<file path="config.mk">
export PLATFORM = sky130hd
export DESIGN_NAME = double_ended_queue_core
export DESIGN_NICKNAME = d
export VERILOG_FILES = /design/src/dq_pkg.sv /design/src/dq_ram.sv /design/src/double_ended_queue_core.sv
export SDC_FILE = /design/constraint.sdc
export NUM_CORES = 1
export LEC_CHECK = 0
export BUFFER_PORTS_ARGS = -buffer_cell sky130_fd_sc_hd__buf_4
export CORE_UTILIZATION = 51
export DETAILED_ROUTE_END_ITERATION = 10
export PLACE_DENSITY_LB_ADDON = 0.25
export SLEW_MARGIN = 20
export SYNTH_ARGS = -nofsm -noshare
export SYNTH_HDL_FRONTEND = slang
export SYNTH_HIERARCHICAL = 1
export SYNTH_SLANG_ARGS = --single-unit
</file>
<file path="constraint.sdc">
create_clock -name clk -period 12.8 [get_ports clk]
set_input_delay 1.92 -clock clk [delete_from_list [all_inputs] [get_ports clk]]
set_output_delay 1.92 -clock clk [all_outputs]
set_load 0.1 [all_outputs]
</file>
<file path="src/dq_pkg.sv">
// Shared constants, types and ring index helper for the double-ended queue.
package dq_pkg;

	localparam int DEPTH      = 16;
	localparam int DATA_WIDTH = 32;
	localparam int IDX_W      = $clog2(DEPTH);
	localparam int COUNT_W    = $clog2(DEPTH + 1);
	localparam int SUM_W      = COUNT_W + 1;

	localparam logic [1:0] OP_PUSH_RIGHT = 2'd0;
	localparam logic [1:0] OP_POP_LEFT   = 2'd1;
	localparam logic [1:0] OP_POP_RIGHT  = 2'd2;

	localparam logic [1:0] ST_OK        = 2'd0;
	localparam logic [1:0] ST_UNDERFLOW = 2'd1;
	localparam logic [1:0] ST_OVERFLOW  = 2'd2;

	typedef enum logic [1:0] {
		S_IDLE,
		S_READ,
		S_FINISH
	} state_t;

	// Ring position 'off' places right of 'base'; off never exceeds DEPTH.
	function automatic logic [IDX_W-1:0] ring_add(input logic [IDX_W-1:0] base,
			input logic [COUNT_W-1:0] off);
		logic [SUM_W-1:0] sum;
		sum = SUM_W'(base) + SUM_W'(off);
		if (sum >= SUM_W'(DEPTH)) begin
			sum = sum - SUM_W'(DEPTH);
		end
		return sum[IDX_W-1:0];
	endfunction

endpackage

</file>
<file path="src/dq_ram.sv">
// Generic single-write, single-read RAM with registered read data.
module dq_ram #(
	parameter int WIDTH = 32,
	parameter int DEPTH = 16
) (
	input  logic                     clk,
	input  logic                     we,
	input  logic [$clog2(DEPTH)-1:0] waddr,
	input  logic [WIDTH-1:0]         wdata,
	input  logic [$clog2(DEPTH)-1:0] raddr,
	output logic [WIDTH-1:0]         rdata
);

	logic [WIDTH-1:0] mem [DEPTH];

	always_ff @(posedge clk) begin
		if (we) begin
			mem[waddr] <= wdata;
		end
		rdata <= mem[raddr];
	end

endmodule

</file>
<file path="src/double_ended_queue_core.sv">
// Double-ended queue on a ring buffer: control, end-value cache and result register.
//
// Input channel (in_valid/in_stall, func, push_value): one operation per
// transaction - push right, pop left or pop right. Code 3 is a no-op.
// Output channel (out_valid/out_stall): exactly one result per operation,
// carrying the popped value, both end values, empty/full flags, the item
// count and a status code (underflow on pop from empty, overflow on push
// to full; state is left untouched in both cases).
// The entries live in one RAM with a registered read. The values
// at both ends are cached in registers, so an operation needs at most one
// RAM read: the neighbour that becomes the new end after a pop.
// Flow: an accepted operation moves to S_FINISH, by way of S_READ when a
// pop leaves two or more items and the new end is read from the RAM.
// Operations do not overlap; in_stall is high while an
// operation is being worked on or its result cannot yet enter the output
// register.
// Reset clears the pointers, the count and the output valid; RAM contents
// are not cleared and are only read after being written.
// A stalled result holds in the output register; the next operation is
// accepted meanwhile but finishes only once that register frees up.
module double_ended_queue_core (
	input  logic                          clk,
	input  logic                          arst_n,
	input  logic                          in_valid,
	output logic                          in_stall,
	input  logic [1:0]                    func,
	input  logic [dq_pkg::DATA_WIDTH-1:0] push_value,
	output logic                          out_valid,
	input  logic                          out_stall,
	output logic [dq_pkg::DATA_WIDTH-1:0] popped_value,
	output logic [dq_pkg::DATA_WIDTH-1:0] left_value,
	output logic [dq_pkg::DATA_WIDTH-1:0] right_value,
	output logic                          is_empty_flag,
	output logic                          is_full_flag,
	output logic [dq_pkg::COUNT_W-1:0]    item_count,
	output logic [1:0]                    status
);
	import dq_pkg::*;

	state_t                state_q, state_d;
	logic [IDX_W-1:0]      head_q, head_d;
	logic [COUNT_W-1:0]    count_q, count_d;
	logic [DATA_WIDTH-1:0] left_q, left_d;
	logic [DATA_WIDTH-1:0] right_q, right_d;
	logic [DATA_WIDTH-1:0] popped_q, popped_d;
	logic [1:0]            status_q, status_d;
	logic                  rd_left_q, rd_left_d;
	logic                  out_load;
	logic                  out_valid_q;

	logic                  ram_we;
	logic [IDX_W-1:0]      ram_waddr;
	logic [IDX_W-1:0]      ram_raddr;
	logic [DATA_WIDTH-1:0] ram_rdata;

	logic [DATA_WIDTH-1:0] popped_value_q, left_value_q, right_value_q;
	logic                  empty_q, full_q;
	logic [COUNT_W-1:0]    item_count_q;
	logic [1:0]            status_out_q;

	dq_ram #(
		.WIDTH(DATA_WIDTH),
		.DEPTH(DEPTH)
	) u_ram (
		.clk   (clk),
		.we    (ram_we),
		.waddr (ram_waddr),
		.wdata (push_value),
		.raddr (ram_raddr),
		.rdata (ram_rdata)
	);

	assign in_stall = (state_q != S_IDLE);

	always_comb begin
		state_d   = state_q;
		head_d    = head_q;
		count_d   = count_q;
		left_d    = left_q;
		right_d   = right_q;
		popped_d  = popped_q;
		status_d  = status_q;
		rd_left_d = rd_left_q;
		out_load  = 1'b0;
		ram_we    = 1'b0;
		ram_waddr = ring_add(head_q, count_q);
		ram_raddr = ring_add(head_q, COUNT_W'(2));
		case (state_q)
			S_IDLE: begin
				if (in_valid) begin
					popped_d = '0;
					status_d = ST_OK;
					state_d  = S_FINISH;
					case (func)
						OP_PUSH_RIGHT: begin
							if (count_q == COUNT_W'(DEPTH)) begin
								status_d = ST_OVERFLOW;
							end else begin
								ram_we  = 1'b1;
								right_d = push_value;
								if (count_q == '0) begin
									left_d = push_value;
								end
								count_d = count_q + COUNT_W'(1);
							end
						end
						OP_POP_LEFT: begin
							if (count_q == '0) begin
								status_d = ST_UNDERFLOW;
							end else begin
								popped_d = left_q;
								head_d   = ring_add(head_q, COUNT_W'(1));
								count_d  = count_q - COUNT_W'(1);
								if (count_q == COUNT_W'(2)) begin
									left_d = right_q;
								end else if (count_q > COUNT_W'(2)) begin
									// new left end sits one place right of the popped one
									ram_raddr = ring_add(head_q, COUNT_W'(1));
									rd_left_d = 1'b1;
									state_d   = S_READ;
								end
							end
						end
						OP_POP_RIGHT: begin
							if (count_q == '0) begin
								status_d = ST_UNDERFLOW;
							end else begin
								popped_d = right_q;
								count_d  = count_q - COUNT_W'(1);
								if (count_q == COUNT_W'(2)) begin
									right_d = left_q;
								end else if (count_q > COUNT_W'(2)) begin
									ram_raddr = ring_add(head_q, count_q - COUNT_W'(2));
									rd_left_d = 1'b0;
									state_d   = S_READ;
								end
							end
						end
						default: begin
						end
					endcase
				end
			end
			S_READ: begin
				if (rd_left_q) begin
					left_d = ram_rdata;
				end else begin
					right_d = ram_rdata;
				end
				state_d = S_FINISH;
			end
			S_FINISH: begin
				if (!out_valid_q || !out_stall) begin
					out_load = 1'b1;
					state_d  = S_IDLE;
				end
			end
			default: begin
				state_d = S_IDLE;
			end
		endcase
	end

	always_ff @(posedge clk or negedge arst_n) begin
		if (!arst_n) begin
			state_q     <= S_IDLE;
			head_q      <= '0;
			count_q     <= '0;
			out_valid_q <= 1'b0;
		end else begin
			state_q <= state_d;
			head_q  <= head_d;
			count_q <= count_d;
			if (out_load) begin
				out_valid_q <= 1'b1;
			end else if (!out_stall) begin
				out_valid_q <= 1'b0;
			end
		end
	end

	always_ff @(posedge clk) begin
		left_q    <= left_d;
		right_q   <= right_d;
		popped_q  <= popped_d;
		status_q  <= status_d;
		rd_left_q <= rd_left_d;
		if (out_load) begin
			popped_value_q <= popped_q;
			left_value_q   <= (count_q != '0) ? left_q : '0;
			right_value_q  <= (count_q != '0) ? right_q : '0;
			empty_q        <= (count_q == '0);
			full_q         <= (count_q == COUNT_W'(DEPTH));
			item_count_q   <= count_q;
			status_out_q   <= status_q;
		end
	end

	assign out_valid     = out_valid_q;
	assign popped_value  = popped_value_q;
	assign left_value    = left_value_q;
	assign right_value   = right_value_q;
	assign is_empty_flag = empty_q;
	assign is_full_flag  = full_q;
	assign item_count    = item_count_q;
	assign status        = status_out_q;

	a_count_bound: assert property (@(posedge clk) disable iff (!arst_n)
		count_q <= COUNT_W'(DEPTH))
		else $error("item count above capacity");

	a_read_then_finish: assert property (@(posedge clk) disable iff (!arst_n)
		(state_q == S_READ) |=> (state_q == S_FINISH))
		else $error("RAM read cycle not followed by result cycle");

	a_push_counts: assert property (@(posedge clk) disable iff (!arst_n)
		(in_valid && !in_stall && func == OP_PUSH_RIGHT && count_q != COUNT_W'(DEPTH))
		|=> (count_q == $past(count_q) + COUNT_W'(1)))
		else $error("push did not grow the queue");

	a_write_only_on_accept: assert property (@(posedge clk) disable iff (!arst_n)
		ram_we |-> (state_q == S_IDLE && in_valid))
		else $error("RAM written outside an accepted push");

	a_overflow_full: assert property (@(posedge clk) disable iff (!arst_n)
		(out_valid && status == ST_OVERFLOW) |-> (is_full_flag && !is_empty_flag))
		else $error("overflow reported while not full");

endmodule

</file>
==> summary.md, run 1 <==
| Metric | Value |
|---|---|
| Crit path depth | `12` |
| CP max stage delay | `0.65 ns` |
| Fill count | `4084` |
| Vias per cell | `5.78` |
| Root buffer cell | `clkbuf_16` |
| DR vias | `14400` |
| Reg2reg setup slack | `8.20 ns` |
| Final min period | `5.54 ns` |
| GRT Total Usage | `21.1%` |
| Worst setup SP type | `primary input` |
| HP Class | `flip-flop to flip-flop` |
| Largest cells by area after synthesis | `edfxtp_1 (74%), mux4_2 (9.9%), a22oi_1 (2.5%), dfxtp_1 (2.2%), mux2i_1 (2.2%)` |
| Fin crit share | `43.2%` |
| Crit-path slowest cell | `buf_6` |
| Fin. max-slew vios | `0` |
| Setup TNS | `0 ns` |
| Placed Cells | `2354` |
| Layout cell share with drive strength beyond 1 | `25.0%` |
| Clk_skew | `0.0168 ns` |
| Die Y | `241 µm` |
| Type of the worst setup path | `primary input to flip-flop` |
| Total congestion overflow | `0` |
| Power density over the cells | `241 nW/µm²` |
| Synthesized net count | `1560` |
| Post-route ant nets | `0` |
| R2r endpoint | `u_ram/rdata[23]$_DFF_P_` |
| Clock transition at the registers of the reported paths | `0.06 ns` |
| CTS sink cnt | `760` |
| Drt drc | `0` |
| Worst EP arrival | `6.02 ns` |
| Relative slew margins | `28.7%` |
| Number of DRC markers in iteration 0 | `1467` |
| Largest net degree at the start of global routing | `129` |
| Final setup vio count | `0` |
| Worst slew pin tran | `1.06 ns` |
| Avg Cell Area, Syn | `19.4 µm²` |
| # hold bufs at CTS | `0` |
| Detailed Route WL | `60600 µm` |
| Die ar. | `58300 µm²` |
| Synth top area share | `73.6%` |
| Initial Utilization | `51.7%` |
| Worst reg-to-reg path cell count | `11` |
| Finished Layout Cells | `2487` |
| Critical R2R Launch | `count_q[1]$_DFFE_PN0P_` |
| First-pass GRT wire length | `89200 µm` |
| Peak supply drop | `0.240 mV` |
| WL/cell | `24.3 µm` |
| Family with the most delay on the worst path | `buffers and inverters` |
| Area grow syn2layout | `14.8%` |
| Final hold violations | `0` |
| Placer Congestion | `0.801` |
| Rows | `87` |
| Yosys warning total | `6` |
| Hold depth | `0` |
| Cells after synthesis | `1504` |
| DR pass1 iterations | `8` |
| Cell variety after synth | `49` |
| Worst hold endpoint | `popped_value[13]$_DFFE_PP_` |
| Post-synth EDFFs | `716` |
| Clk buf depth | `3` |
| Crit-path cells | `buf_4 -> inv_1 -> ha_1 -> nand4bb_1 -> a21oi_1 -> mux2_2 -> a222oi_1 -> inv_8 -> buf_6 -> mux4_2 -> a22oi_1 -> nand2_1` |
| Initial antenna violation count | `2` |
| Later-pin clock latency in the skew report | `0.60 ns` |
| Top FF cell, synth | `edfxtp_1` |
| Status | `completed` |
| Total CTS buffers | `71` |
| Max Freq | `181 MHz` |
| Unrepaired setup endpoints after global routing | `false` |
| Die width | `241 µm` |
| PostCTS Resize Cnt | `0` |
| Post-synthesis sequential area ratio | `76.8%` |
| Cell taking the most area after synthesis | `edfxtp_1` |
| Async S/R FF share, synth | `1.58%` |
| CP Capture Type | `flip-flop` |
| Synthesized flop and latch total | `760` |
| Hold_sp | `popped_q[13]$_DFFE_PP_` |
| Buf/Inv on CP | `4` |
| Postcts setup bufs | `0` |
| Crit path max fanout | `77` |
| Dpl hpwl | `33700 µm` |
| Leakage | `11.1 nW` |
| Mapped Area | `29200 µm²` |
| Fin nets | `1728` |
| Buffers on Ports | `144` |
| Io pins | `145` |
| Critical Path Source | `func[0]` |
| Required time worst endpoint | `13.29 ns` |
| H-tree lvl count | `3` |
| Core area | `56500 µm²` |
| Max cap viols | `0` |
| Vias in the first global route | `14400` |
| CTS tree | `built` |
-- metrics by stage --
stage / util [%] / hold WS (ns) / setup slack (ns) / total power, W / area [µm²]
finish: 59.4 / 0.417 / 7.26 / 0.00809 / 33500
global route: 59.4 / 0.423 / 6.92 / 0.00842 / 33500
CTS: 59.3 / 0.416 / 6.97 / 0.00815 / 33500
detailed placement: 55.4 / 0.405 / 6.36 / 0.00615 / 31300
global placement: 55.4 / 0.405 / 6.50 / 0.00611 / 31300
floorplan: - / 0.400 / 5.19 / 0.00546 / 29200
-- worst register-to-register path, delay by kind of cell, from the launching register on --
family | cells | cell delay, ns
muxes | 1 | 0.57
and+or+nand+nor | 2 | 0.39
adders and majority gates | 1 | 0.27
AOI/OAI and AO/OA | 4 | 1.47
DFF | 1 | 0.55
buffers and inverters | 3 | 1.23
-- registers in the layout, indices dropped and copies added, names as in the netlist --
name / cells
status_q: 2
is_empty_flag: 1
right_q: 32
head_q: 4
left_q: 32
state_q: 2
left_value: 32
popped_q: 32
u_ram/rdata: 32
popped_value: 32
count_q: 5
item_count: 5
out_valid: 1
is_full_flag: 1
rd_left_q: 1
status: 2
right_value: 32
u_ram/mem: 512
-- logic make-up (layout without fill, tap and decap cells) --
group	after synthesis	in the layout	synth area share [%]
and+or+nand+nor	228	228	3.81
DFF	760	760	76.8
buffers and inverters	95	321	1.54
other	0	1	0
muxes	195	195	12.2
adders and majority gates	18	18	0.848
AOI/OAI and AO/OA	192	192	4.29
xor gates and xnor gates	16	16	0.527
-- power by group --
part	leakage [nW]	internal, W	switching (W)
sequential	6.93	0.00311	0.000159
clock	1.08	0.00114	0.000856
combinational	3.12	0.000904	0.00192
total	11.1	0.00515	0.00294
-- cell usage after synthesis, types with 13 or more instances --
| master | number |
|---|---|
| mux4_2 | 128 |
| nor2_1 | 89 |
| clkbuf_1 | 33 |
| ha_1 | 15 |
| and2_1 | 66 |
| a22oi_1 | 99 |
| edfxtp_1 | 716 |
| dfxtp_1 | 32 |
| buf_2 | 21 |
| a21oi_1 | 76 |
| mux2i_1 | 64 |
| buf_1 | 13 |
| nand2_1 | 43 |
-- metal layers --
metal | vias to the layer above | track usage (%) | wire, µm
met3 | 62 | 3.84 | 4500
met5 | - | 0 | 31
met2 | 515 | 34.1 | 29300
li1 | 6376 | - | -
met1 | 7419 | 29.8 | 25800
met4 | 4 | 5.83 | 982
-- worst max-delay path by stage --
stage,endpoint,slack (ns)
floorplan,is_empty_flag$_DFFE_PP_,5.19
global placement,u_ram/rdata[23]$_DFF_P_,6.50
detailed placement,u_ram/rdata[16]$_DFF_P_,6.36
CTS,u_ram/rdata[16]$_DFF_P_,6.97
global route,u_ram/rdata[27]$_DFF_P_,6.92
finish,u_ram/rdata[23]$_DFF_P_,7.26
-- area by class of cell --
class,instances,area (µm²),area share [%]
Sequential cell,760,22400,66.9
Antenna cell,1,2.50,0.00746
Timing Repair Buffer,177,1370,4.07
Tap cell,756,946,2.82
Multi-Input combinational cell,649,6510,19.4
Inverter,13,56.3,0.168
Clock inverter,30,201,0.601
Clock buffer,101,2020,6.01
-- cell usage in the layout (no fill, tap or decap), types with 12 or more instances in the layout --
cell	count
edfxtp_1	716
buf_4	174
mux4_2	128
a22oi_1	99
clkbuf_16	76
nor2_1	74
a21oi_1	74
and2_1	66
mux2i_1	64
nand2_1	43
dfxtp_1	32
clkbuf_1	23
clkinv_1	16
nor2_4	13
ha_1	13
dfrtp_1	12
No activity file was read; power rests on OpenSTA's default activity.
==> run 2: changes to the inputs <==
==> constraint.sdc (replaced) <==
create_clock -name clk -period 5.55 [get_ports clk]
set_input_delay 0.8325 -clock clk [delete_from_list [all_inputs] [get_ports clk]]
set_output_delay 0.8325 -clock clk [all_outputs]
set_load 0.1 [all_outputs]
==> run 2 against run 1 <==
Net effect:
- critical path depth decreased by 1
- final cell count increased by 0.20%
- sequential share of layout area decreased by 0.22 points
- first-iteration DRC count increased by 1.9%
- wire length increased by 0.20%
- global-route usage increased by 0.22 points
- highest routed layer unchanged
- die area unchanged
- critical endpoint is now u_ram/rdata[8]$_DFF_P_
- critical path type is now flip-flop to flip-flop
==> summary.md, run 2 (synthesized netlist as in run 1, its figures left out) <==
| Metric | Value |
|---|---|
| Status | `completed` |
| Max Freq | `224 MHz` |
| Number of DRC markers in iteration 0 | `1495` |
| Clk buf depth | `3` |
| Relative slew margins | `27.3%` |
| Rows | `87` |
| Unrepaired setup endpoints after global routing | `false` |
| Max cap viols | `0` |
| Fin area | `33600 µm²` |
| Layout cell share with drive strength beyond 1 | `25.6%` |
| Commonest non-fill, non-tap cells in the layout | `edfxtp_1 (716), buf_4 (181), mux4_2 (128), a22oi_1 (99)` |
| Buffers on Ports | `144` |
| CTS tree | `built` |
| Die ar. | `58300 µm²` |
| Initial antenna violation count | `1` |
| Clock transition at the registers of the reported paths | `0.06 ns` |
| CP Capture Type | `flip-flop` |
| Power density over the cells | `560 nW/µm²` |
| Type of the worst setup path | `flip-flop to flip-flop` |
| Dpl hpwl | `35200 µm` |
| Placed Cells | `2362` |
| Total CTS buffers | `72` |
| PostCTS Resize Cnt | `0` |
| Final setup vio count | `0` |
| Crit path max fanout | `43` |
| # hold bufs at CTS | `0` |
| Final min period | `4.46 ns` |
| Largest net degree at the start of global routing | `75` |
| Clk_skew | `0.0126 ns` |
| Area grow syn2layout | `15.1%` |
| Post-placement cell area | `31400 µm²` |
| Worst setup SP type | `flip-flop` |
| Vias in the first global route | `14400` |
| Max FFs per register | `512` |
| DR vias | `14700` |
| Power Total | `0.0188 W` |
| Crit-path cells | `inv_1 -> ha_1 -> o21bai_1 -> and2_0 -> a22o_1 -> a222oi_1 -> inv_8 -> buf_4 -> mux4_2 -> a22oi_1 -> nand2_1` |
| Vias per cell | `5.89` |
| Postcts setup bufs | `0` |
| Fin nets | `1736` |
| Worst EP arrival | `4.94 ns` |
| Fill count | `4010` |
| Later-pin clock latency in the skew report | `0.60 ns` |
| Io pins | `145` |
| WL/cell | `24.3 µm` |
| Family with the most delay on the worst path | `compound AO/OA/AOI/OAI gates` |
| Required time worst endpoint | `6.03 ns` |
| GRT Total Usage | `21.3%` |
| DR pass1 iterations | `6` |
| Finished Layout Cells | `2492` |
| H-tree lvl count | `3` |
| Fin. max-slew vios | `0` |
| CTS sink cnt | `760` |
| Total congestion overflow | `0` |
| Post-route ant nets | `0` |
| Final hold violations | `0` |
| Peak supply drop | `0.597 mV` |
| Placer Congestion | `0.774` |
| Top reg by flops | `u_ram/mem` |
| Worst slew pin tran | `1.09 ns` |
| Setup TNS | `0 ns` |
| Storage element area | `22400 µm²` |
| Leakage | `11.2 nW` |
| Final core occ | `59.6%` |
| # diodes | `0` |
| First-pass GRT wire length | `90700 µm` |
| Core area | `56500 µm²` |
| Die width | `241 µm` |
| CP max stage delay | `0.82 ns` |
| Detailed Route WL | `60700 µm` |
| Fin crit share | `80.3%` |
| Die Y | `241 µm` |
| Root buffer cell | `clkbuf_16` |
| Crit-path slowest cell | `a222oi_1` |
| HP Class | `primary input to async pin` |
| Multi-input logic area | `6510 µm²` |
| Initial Utilization | `51.7%` |
| Most common cell after layout, fill and taps aside | `edfxtp_1` |
| Drt drc | `0` |
| Buf/Inv on CP | `3` |
[run 2: cell types whose count changed in the layout (fill, tap and decap cells not counted), sizes merged, moves of 2 or more]
cell | previous run | this run
inv | 13 | 15
buf | 177 | 184
clkinv | 26 | 28
bufinv | 2 | 6
clkbuf | 101 | 93
[run 2: power by group]
part           switching [W]  total (W)  internal [W]
logic                0.00446    0.00658       0.00211
clock network        0.00201    0.00475       0.00275
registers           0.000359    0.00752       0.00716
[run 2: layer usage]
metal	vias up	global-route usage [%]	wire length [µm]
met5	-	0	14
met4	2	5.77	955
met3	69	3.62	4420
met2	570	33.4	28800
met1	7654	31.3	26500
li1	6381	-	-
[run 2: worst paths after layout]
check                                  startpoint                         end  slack (ns)  cells after the start
hold reg to reg            popped_q[22]$_DFFE_PP_  popped_value[22]$_DFFE_PP_        0.42                      0
max in group asynchronous                  arst_n       head_q[2]$_DFFE_PN0P_        5.29                      1
setup / recovery           count_q[1]$_DFFE_PN0P_      u_ram/rdata[8]$_DFF_P_        1.09                     11
min in group clk           popped_q[22]$_DFFE_PP_  popped_value[22]$_DFFE_PP_        0.42                      0
setup reg to reg           count_q[1]$_DFFE_PN0P_      u_ram/rdata[8]$_DFF_P_        1.09                     11
hold / removal                             arst_n       out_valid$_DFFE_PN0P_        0.08                      1
[run 2: layout make-up]
class / count / share of cell area, %
clock buffer: 93 / 5.75
clock inverter: 37 / 1.02
inverter: 13 / 0.167
multi-input combinational: 649 / 19.3
sequential: 760 / 66.7
tap: 756 / 2.81
timing repair buffer: 184 / 4.22
[run 2: per-stage QoR]
| step | worst slack, ns | hold WS [ns] |
|---|---|---|
| 2_1_floorplan | 0.179 | 0.400 |
| 3_3_place_gp | 0.927 | 0.404 |
| 3_5_place_dp | 0.877 | 0.405 |
| 4_1_cts | 1.13 | 0.0620 |
| 5_1_grt | 0.852 | 0.0785 |
| 6_report | 1.09 | 0.0824 |
